<file path="config.mk">
export PLATFORM = sky130hd
export DESIGN_NAME = fixed_array_deque_core
export DESIGN_NICKNAME = d
export VERILOG_FILES = /design/src/rtl/core/fad_pkg.sv /design/src/rtl/core/fad_ram.sv /design/src/rtl/core/fad_rsp_reg.sv /design/src/rtl/core/fixed_array_deque_core.sv
export SDC_FILE = /design/constraint.sdc
export NUM_CORES = 1
export LEC_CHECK = 0
export BUFFER_PORTS_ARGS = -buffer_cell sky130_fd_sc_hd__buf_2
export CORE_MARGIN = 8
export CORE_UTILIZATION = 37
export CTS_CLUSTER_DIAMETER = 60
export DETAILED_ROUTE_END_ITERATION = 12
export GPL_ROUTABILITY_DRIVEN = 0
export SLEW_MARGIN = 20
export SYNTH_ARGS = -nofsm -noshare
export SYNTH_HDL_FRONTEND = slang
export SYNTH_HIERARCHICAL = 1
export SYNTH_SLANG_ARGS = --single-unit
</file>
<file path="constraint.sdc">
create_clock -name clock -period 4.09 [get_ports clock]
set_clock_uncertainty 0.05 [all_clocks]
set_input_delay 0.409 -clock clock [delete_from_list [all_inputs] [get_ports clock]]
set_output_delay 0.409 -clock clock [all_outputs]
set_load 0.05 [all_outputs]
</file>
<file path="src/rtl/core/fad_pkg.sv">
// ----------------------------------------------------------------------------
// fad_pkg
// Shared types and codes for the fixed array deque: command and status codes,
// sequencer states and the request and response payload structs.
// ----------------------------------------------------------------------------
package fad_pkg;

   // Command codes carried in the request
   typedef enum logic [2:0] {
      CMD_REAR_INS  = 3'd0,
      CMD_REAR_DEL  = 3'd1,
      CMD_FRONT_INS = 3'd2,
      CMD_FRONT_DEL = 3'd3,
      CMD_DISPLAY   = 3'd4
   } cmd_type;

   // Status codes returned in every response
   typedef enum logic [1:0] {
      STS_OK         = 2'd0,
      STS_REAR_FULL  = 2'd1,
      STS_FRONT_FULL = 2'd2,
      STS_EMPTY      = 2'd3
   } status_type;

   // Sequencer states
   typedef enum logic {
      ST_IDLE = 1'b0,
      ST_SHOW = 1'b1
   } state_type;

   localparam int ValueWidth = 32;
   localparam int CountWidth = 4;

   typedef struct packed {
      logic [2:0]                   command;
      logic signed [ValueWidth-1:0] value;
   } req_type;

   typedef struct packed {
      logic [1:0]                   status;
      logic signed [ValueWidth-1:0] element;
      logic [CountWidth-1:0]        count;
      logic                         last;
   } rsp_type;

endpackage

</file>
<file path="src/rtl/core/fad_ram.sv">
// ----------------------------------------------------------------------------
// fad_ram
// Slot store: one write port and one read port, read data registered.
// ----------------------------------------------------------------------------
module fad_ram import fad_pkg::*; #(
   parameter int DEPTH = 8,
   parameter int AW    = 3
) (
   input  logic                         clock,
   input  logic                         wr_en,
   input  logic [AW-1:0]                wr_addr,
   input  logic signed [ValueWidth-1:0] wr_data,
   input  logic                         rd_en,
   input  logic [AW-1:0]                rd_addr,
   output logic signed [ValueWidth-1:0] rd_data
);

   logic signed [ValueWidth-1:0] mem [DEPTH];
   logic signed [ValueWidth-1:0] rd_data_ff;

   // write port
   always_ff @(posedge clock) begin
      if (wr_en) begin
         mem[wr_addr] <= wr_data;
      end
   end

   // read port, data holds while no read is issued
   always_ff @(posedge clock) begin
      if (rd_en) begin
         rd_data_ff <= mem[rd_addr];
      end
   end

   assign rd_data = rd_data_ff;

endmodule

</file>
<file path="src/rtl/core/fad_rsp_reg.sv">
// ----------------------------------------------------------------------------
// fad_rsp_reg
// Response output register: holds one result until the receiver takes it.
// ----------------------------------------------------------------------------
module fad_rsp_reg import fad_pkg::*; (
   input  logic    clock,
   input  logic    reset,
   input  logic    push,
   input  rsp_type push_data,
   output logic    free,
   output logic    rsp_valid,
   input  logic    rsp_stall,
   output rsp_type rsp_data
);

   logic    valid_ff, valid_in;
   rsp_type data_ff;

   // can load when empty or when the held result transfers this cycle
   assign free     = !valid_ff || !rsp_stall;
   assign valid_in = free ? push : valid_ff;

   always_ff @(posedge clock) begin
      if (reset) begin
         valid_ff <= 1'b0;
      end else begin
         valid_ff <= valid_in;
      end
   end

   always_ff @(posedge clock) begin
      if (free && push) begin
         data_ff <= push_data;
      end
   end

   assign rsp_valid = valid_ff;
   assign rsp_data  = data_ff;

endmodule

</file>
<file path="src/rtl/core/fixed_array_deque_core.sv">
// ----------------------------------------------------------------------------
// fixed_array_deque_core
// Non-circular double-ended queue held in a DEPTH-slot memory.
// ----------------------------------------------------------------------------
// Usage:
//   req channel carries a command and a value; rsp channel returns status,
//   element, element count after the operation and a last marker.
//   Inserts, deletes and unknown commands give one response; it is loaded
//   into the output register at the accepting edge and is visible the next
//   cycle. One such command is taken per cycle while the output register
//   can load.
//   Display of a non-empty store streams the held values from front to rear,
//   one per cycle while the output register can load, through the slot
//   memory's registered read port; the request side stalls until the last
//   value is pushed. The final response of each request has last set.
//   Reset empties the queue (front and rear at slot 0); slot contents are
//   not cleared and no clearing pass is needed.
//   When the receiver stalls, the output register holds its result and the
//   request side is stalled until it can load again; a display pauses in
//   place and resumes without loss.
// ----------------------------------------------------------------------------
module fixed_array_deque_core import fad_pkg::*; #(
   parameter int DEPTH = 8
) (
   input  logic    clock,
   input  logic    reset,
   input  logic    req_valid,
   output logic    req_stall,
   input  req_type req_data,
   output logic    rsp_valid,
   input  logic    rsp_stall,
   output rsp_type rsp_data
);

   localparam int AW = $clog2(DEPTH);
   localparam logic [AW-1:0] LastIdx = AW'(DEPTH - 1);

   state_type state_ff, state_in;
   logic [AW-1:0] front_ff, front_in;
   logic [AW-1:0] rear_ff, rear_in;
   logic          empty_ff, empty_in;
   logic [AW-1:0] rd_addr_ff, rd_addr_in;
   logic          rd_more_ff, rd_more_in;
   logic          rd_last_ff, rd_last_in;
   logic          rd_vld_ff, rd_vld_in;

   logic          accept;
   logic          out_free;
   logic          push_show;
   logic          push;
   rsp_type       push_data;
   status_type    status_sel;
   logic signed [ValueWidth-1:0] elem_sel;
   logic          last_sel;
   logic [AW:0]   cnt_after;

   logic          wr_en;
   logic [AW-1:0] wr_addr;
   logic          rd_en;
   logic [AW-1:0] rd_addr;
   logic signed [ValueWidth-1:0] rd_data;

   assign accept    = req_valid && !req_stall;
   assign push_show = (state_ff == ST_SHOW) && rd_vld_ff && out_free;

   // slot store
   fad_ram #(
      .DEPTH (DEPTH),
      .AW    (AW)
   ) u_ram (
      .clock   (clock),
      .wr_en   (wr_en),
      .wr_addr (wr_addr),
      .wr_data (req_data.value),
      .rd_en   (rd_en),
      .rd_addr (rd_addr),
      .rd_data (rd_data)
   );

   // output register
   fad_rsp_reg u_rsp (
      .clock     (clock),
      .reset     (reset),
      .push      (push),
      .push_data (push_data),
      .free      (out_free),
      .rsp_valid (rsp_valid),
      .rsp_stall (rsp_stall),
      .rsp_data  (rsp_data)
   );

   // next state
   always_comb begin
      state_in = state_ff;
      case (state_ff)
         ST_IDLE: begin
            if (accept && req_data.command == CMD_DISPLAY && !empty_ff) begin
               state_in = ST_SHOW;
            end
         end
         ST_SHOW: begin
            if (push_show && rd_last_ff) begin
               state_in = ST_IDLE;
            end
         end
         default: state_in = ST_IDLE;
      endcase
   end

   // outputs, pointer updates and display read sequencing
   always_comb begin
      req_stall  = 1'b1;
      front_in   = front_ff;
      rear_in    = rear_ff;
      empty_in   = empty_ff;
      rd_addr_in = rd_addr_ff;
      rd_more_in = rd_more_ff;
      rd_last_in = rd_last_ff;
      rd_vld_in  = rd_vld_ff;
      wr_en      = 1'b0;
      wr_addr    = '0;
      rd_en      = 1'b0;
      rd_addr    = rd_addr_ff;
      push       = 1'b0;
      status_sel = STS_OK;
      elem_sel   = '0;
      last_sel   = 1'b1;
      case (state_ff)
         ST_IDLE: begin
            req_stall = !out_free;
            if (accept) begin
               push = 1'b1;
               case (req_data.command)
                  CMD_REAR_INS: begin
                     if (empty_ff) begin
                        wr_en    = 1'b1;
                        front_in = '0;
                        rear_in  = '0;
                        empty_in = 1'b0;
                     end else if (rear_ff == LastIdx) begin
                        status_sel = STS_REAR_FULL;
                     end else begin
                        wr_en   = 1'b1;
                        wr_addr = rear_ff + 1'b1;
                        rear_in = rear_ff + 1'b1;
                     end
                  end
                  CMD_REAR_DEL: begin
                     if (empty_ff) begin
                        status_sel = STS_EMPTY;
                     end else if (front_ff == rear_ff) begin
                        front_in = '0;
                        rear_in  = '0;
                        empty_in = 1'b1;
                     end else begin
                        rear_in = rear_ff - 1'b1;
                     end
                  end
                  CMD_FRONT_INS: begin
                     if (empty_ff) begin
                        wr_en    = 1'b1;
                        front_in = '0;
                        rear_in  = '0;
                        empty_in = 1'b0;
                     end else if (front_ff == '0) begin
                        status_sel = STS_FRONT_FULL;
                     end else begin
                        wr_en    = 1'b1;
                        wr_addr  = front_ff - 1'b1;
                        front_in = front_ff - 1'b1;
                     end
                  end
                  CMD_FRONT_DEL: begin
                     if (empty_ff) begin
                        status_sel = STS_EMPTY;
                     end else if (front_ff == rear_ff) begin
                        front_in = '0;
                        rear_in  = '0;
                        empty_in = 1'b1;
                     end else begin
                        front_in = front_ff + 1'b1;
                     end
                  end
                  CMD_DISPLAY: begin
                     if (empty_ff) begin
                        status_sel = STS_EMPTY;
                     end else begin
                        // results come from the streaming state
                        push       = 1'b0;
                        rd_addr_in = front_ff;
                        rd_more_in = 1'b1;
                        rd_vld_in  = 1'b0;
                     end
                  end
                  default: begin
                  end
               endcase
            end
         end
         ST_SHOW: begin
            push     = push_show;
            elem_sel = rd_data;
            last_sel = rd_last_ff;
            // read ahead when the read register is empty or drains now
            rd_en = rd_more_ff && (!rd_vld_ff || push_show);
            if (rd_en) begin
               rd_addr_in = rd_addr_ff + 1'b1;
               rd_more_in = (rd_addr_ff != rear_ff);
               rd_last_in = (rd_addr_ff == rear_ff);
               rd_vld_in  = 1'b1;
            end else if (push_show) begin
               rd_vld_in = 1'b0;
            end
         end
         default: begin
         end
      endcase
   end

   // element count after the operation; store never wraps so rear >= front
   assign cnt_after = empty_in ? '0 : ({1'b0, rear_in} - {1'b0, front_in} + 1'b1);

   assign push_data = '{status:  status_sel,
                        element: elem_sel,
                        count:   CountWidth'(cnt_after),
                        last:    last_sel};

   // control registers
   always_ff @(posedge clock) begin
      if (reset) begin
         state_ff   <= ST_IDLE;
         front_ff   <= '0;
         rear_ff    <= '0;
         empty_ff   <= 1'b1;
         rd_more_ff <= 1'b0;
         rd_vld_ff  <= 1'b0;
      end else begin
         state_ff   <= state_in;
         front_ff   <= front_in;
         rear_ff    <= rear_in;
         empty_ff   <= empty_in;
         rd_more_ff <= rd_more_in;
         rd_vld_ff  <= rd_vld_in;
      end
   end

   always_ff @(posedge clock) begin
      rd_addr_ff <= rd_addr_in;
      rd_last_ff <= rd_last_in;
   end

   // ---------------------------------------------------------------------
   // assertions
   // ---------------------------------------------------------------------
   a_order: assert property (@(posedge clock) disable iff (reset)
      !empty_ff |-> rear_ff >= front_ff)
      else $error("rear position below front position");

   a_empty_home: assert property (@(posedge clock) disable iff (reset)
      empty_ff |-> (front_ff == '0 && rear_ff == '0))
      else $error("empty store with positions away from slot 0");

   a_no_write_in_show: assert property (@(posedge clock) disable iff (reset)
      wr_en |-> state_ff == ST_IDLE)
      else $error("slot write during display stream");

   a_idle_drained: assert property (@(posedge clock) disable iff (reset)
      state_ff == ST_IDLE |-> !rd_vld_ff)
      else $error("read data left over after display");

   a_show_ends: assert property (@(posedge clock) disable iff (reset)
      push_show && rd_last_ff |=> state_ff == ST_IDLE)
      else $error("display stream did not end after last element");

endmodule

</file>
==> flow_metrics.py <==
metrics = {
    "run_status": {
        "status": "complete, no violations",
    },
    "critical_path": {
        "required_ps": 4300,
        "cp_top_family": "simple AND/OR/NAND/NOR gates",
        "r2r_slack_ps": 780,
        "critPathMaxStageDelay_ps": 570,
        "r2r-start": "state_ff",
        "crit_path_top_delay_cell": "dfxtp_2",
        "critPathBufInv": 3,
        "reg2reg_depth": 12,
        "reg2reg_to": "u_rsp/rsp_data[4]",
        "crit_path_max_fanout": 27,
        "endpoint_kind": "flop",
        "crit_chain": "buf_4, and4bb_1, and4_1, nor3_1, and3_1, ha_1, inv_1, ha_1, inv_1, fa_1, xnor2_1, nor2_1",
        "critPathLaunchType": "flop",
        "critical_path_arrival_ps": 3520,
        "critPathKind": "reg -> reg",
    },
    "floorplanning": {
        "initial_utilization_pct": 37.4,
        "chipHeight_um": 208,
        "io_pins": 80,
        "dieArea_mm2": 0.0433,
        "fp-row-count": 70,
        "core_area_mm2": 0.0365,
        "fp.dieW_um": 208,
    },
    "timing": {
        "finalCritPeriodShare_pct": 80.9,
        "fin_crit_ps": 3310,
        "slew_headroom_pct": 38.8,
        "setup_viol": 0,
        "finalHoldViolations": 0,
        "tns_ps": 0,
        "tightestPinTransition_ps": 917,
        "rsz0062_at_grt": "no",
        "slew_violations": 0,
        "max_freq_mhz": 302,
    },
    "power": {
        "switchingPower_w": 0.00152,
        "sw_frac_of_total_pct": 20.7,
        "power_density_mw_per_mm2": 459,
        "p_seq_share_pct": 52.9,
        "power.clock.fraction_pct": 43.9,
        "power_frac_comb_pct": 3.2,
        "peakVddDrop_uv": 244,
        "p_int_w": 0.00581,
        "leakage_nw": 5.37,
    },
    "logic_synthesis": {
        "synth_top_area_share_pct": 72.7,
        "ys_ff_latch": 342,
        "syn_nets": 730,
        "synth_area_mm2": 0.0137,
        "synthCells": 676,
        "yosysWarnings": 6,
        "yosys-top-cells-area": "edfxtp_1 (73%), mux4_1 (7.7%), mux4_2 (4.0%), mux2_2 (2.6%), and2_1 (1.6%)",
        "postSynth.asyncResetShare_pct": 0,
        "synth_top_area_cell": "edfxtp_1",
        "yosysMostFrequentCell": "edfxtp_1",
        "ys_seq_area_share_pct": 74.4,
        "synth_ff_type": "edfxtp_1",
        "syn_area_per_cell_um2": 20.2,
        "yosys-top-cells-count": "edfxtp_1 (331), mux4_1 (40), and2_1 (36), mux2_2 (32), mux4_2 (24)",
        "synth_edf_count": 331,
        "ys_types": 53,
    },
    "drt": {
        "viasPerCell": 5.16,
        "drt_iter0_markers": 330,
        "drtAntennaViolNets": 0,
        "post-route-drc-count": 0,
        "wirelength_um": 27100,
        "vias": 6636,
        "drtPass1Iterations": 5,
        "detail_route.wl_per_cell_um": 21.0,
    },
    "clocking": {
        "clk_pin_slew_ps": 60,
        "post_cts_buffers": 0,
        "h-tree-depth": 2,
        "tritoncts": "done",
        "cts_buffers": 38,
        "clock_latency_ps": 520,
        "clockBufferDepth": 3,
        "cts.hold.buffers_added": 0,
        "cts-resized-gates": 0,
        "clkSinkCount": 342,
        "cts_root_buffer": "clkbuf_16",
    },
    "global_routing": {
        "grt_pass1_vias": 6912,
        "grt_pass1_wl_um": 41600,
        "gr-usage-all-layers_pct": 12.3,
        "grt.overflow.total": 0,
        "grt_start_max_net_pins": 68,
        "antenna_found_initial": 5,
    },
    "final_layout": {
        "instances_no_fill": 1287,
        "final_nets": 841,
        "final_cell_area_mm2": 0.0160,
        "utilization_pct": 43.7,
        "area_growth_pct": 16.8,
        "drive_gt1_share_pct": 28.2,
        "fill_cells": 3154,
    },
    "place": {
        "dp.cells": 1215,
        "dpl_cell_area_mm2": 0.0148,
        "port_buffers": 79,
        "place_hpwl_um": 16600,
    },
    "worst_hold_path": {
        "min_to": "u_rsp/rsp_valid",
        "hold_path_class": "in -> reg",
        "worstHoldPathCells": 3,
        "hold_start": "rsp_stall",
    },
    "flow_run": {
        "timing.max_cap.violations": 0,
    },
}
-- how the worst max path moves through the flow --
stage / startpoint / to / slack (ps) / cells after the start
6_report: state_ff / u_rsp/rsp_data[4] / 780 / 12
5_1_grt: state_ff / u_rsp/rsp_data[4] / 520 / 12
4_1_cts: state_ff / u_rsp/rsp_data[4] / 750 / 12
3_5_place_dp: state_ff / u_rsp/rsp_data[4] / 760 / 12
3_3_place_gp: state_ff / u_rsp/rsp_data[4] / 780 / 12
2_1_floorplan: u_rsp/rsp_valid / u_ram/mem[3][0] / 470 / 6
-- cells by family after synthesis --
kind of cell               share of synthesized area, %
DFF                                                74.4
and+or+nand+nor                                    5.31
muxes                                              14.4
buffers and inverters                              1.91
AOI/OAI and AO/OA                                  2.01
adders and majority gates                          1.43
xor gates and xnor gates                          0.632
-- worst reg2reg max path: cells and delay by family, from the launching register on --
kind                       cells  cell delay [ps]
and+or+nand+nor                5             1010
adders and majority gates      3              770
DFF                            1              570
buffers and inverters          3              470
xor gates and xnor gates       1              160
-- per-stage QoR --
step                      hold slack, ps  total power [W]  worst slack [ps]
after floorplan                      398          0.00409               465
after global placement               415          0.00419               778
after detailed placement             413          0.00419               761
after CTS                           75.6          0.00743               752
after global routing                99.2          0.00757               517
final                               93.9          0.00733               783
-- routing by layer --
layer	track usage (%)	part of all wire, %	vias up	wire length, µm
met5	0	0.12	-	32
met4	3.03	1.7	6	463
met3	2.93	5.0	45	1360
met2	20.6	48	157	13100
met1	16.1	45	3424	12200
li1	-	-	3004	-
-- registers in the layout (all words and copies together) (netlist names) --
signal	cells
front_ff	3
rd_last_ff	1
u_ram/rd_data	32
u_ram/mem	256
rd_more_ff	1
rd_addr	3
empty_ff	1
rd_vld_ff	1
u_rsp/rsp_valid	1
rear_ff	3
u_rsp/rsp_data	39
state_ff	1
-- cell type report --
| class | count | area [µm²] | share of cell area, % |
|---|---|---|---|
| antenna | 2 | 5.00 | 0.0314 |
| timing repair buffer | 102 | 646 | 4.04 |
| clock inverter | 24 | 191 | 1.20 |
| inverter | 16 | 60.1 | 0.376 |
| clock buffer | 46 | 1000 | 6.28 |
| sequential | 342 | 10200 | 63.7 |
| tap | 468 | 586 | 3.67 |
| multi-input combinational | 287 | 3310 | 20.7 |
-- power groups by stage --
stage	combinational (W)	clock (W)	sequential [W]
3_5_place_dp	0.000237	0	0.00395
2_1_floorplan	0.0000585	0	0.00403
3_3_place_gp	0.000234	0	0.00395
5_1_grt	0.000249	0.00344	0.00388
6_report	0.000232	0.00322	0.00388
4_1_cts	0.000237	0.00331	0.00388
-- layout by cell type, fill, tap and decap left out, types with 3 or more instances in the layout --
cell / n
edfxtp_1: 331
buf_2: 79
mux4_1: 40
clkbuf_16: 39
and2_1: 35
mux2_2: 32
mux4_2: 24
buf_4: 18
inv_1: 15
a21oi_1: 14
ha_1: 14
nand2_1: 13
nor2_1: 11
clkinv_1: 10
dfxtp_1: 10
nand2b_1: 9
nor3_1: 9
nand3_1: 7
clkbuf_1: 7
nand4_1: 6
clkinv_2: 6
nor2_4: 6
xnor2_1: 5
nor4_1: 5
o21ai_0: 5
a31oi_1: 3
or2_2: 3
a211oi_1: 3
a21boi_0: 3
xor2_1: 3
inv_6: 3
buf_12: 3
(Power assumes the default switching activity.)
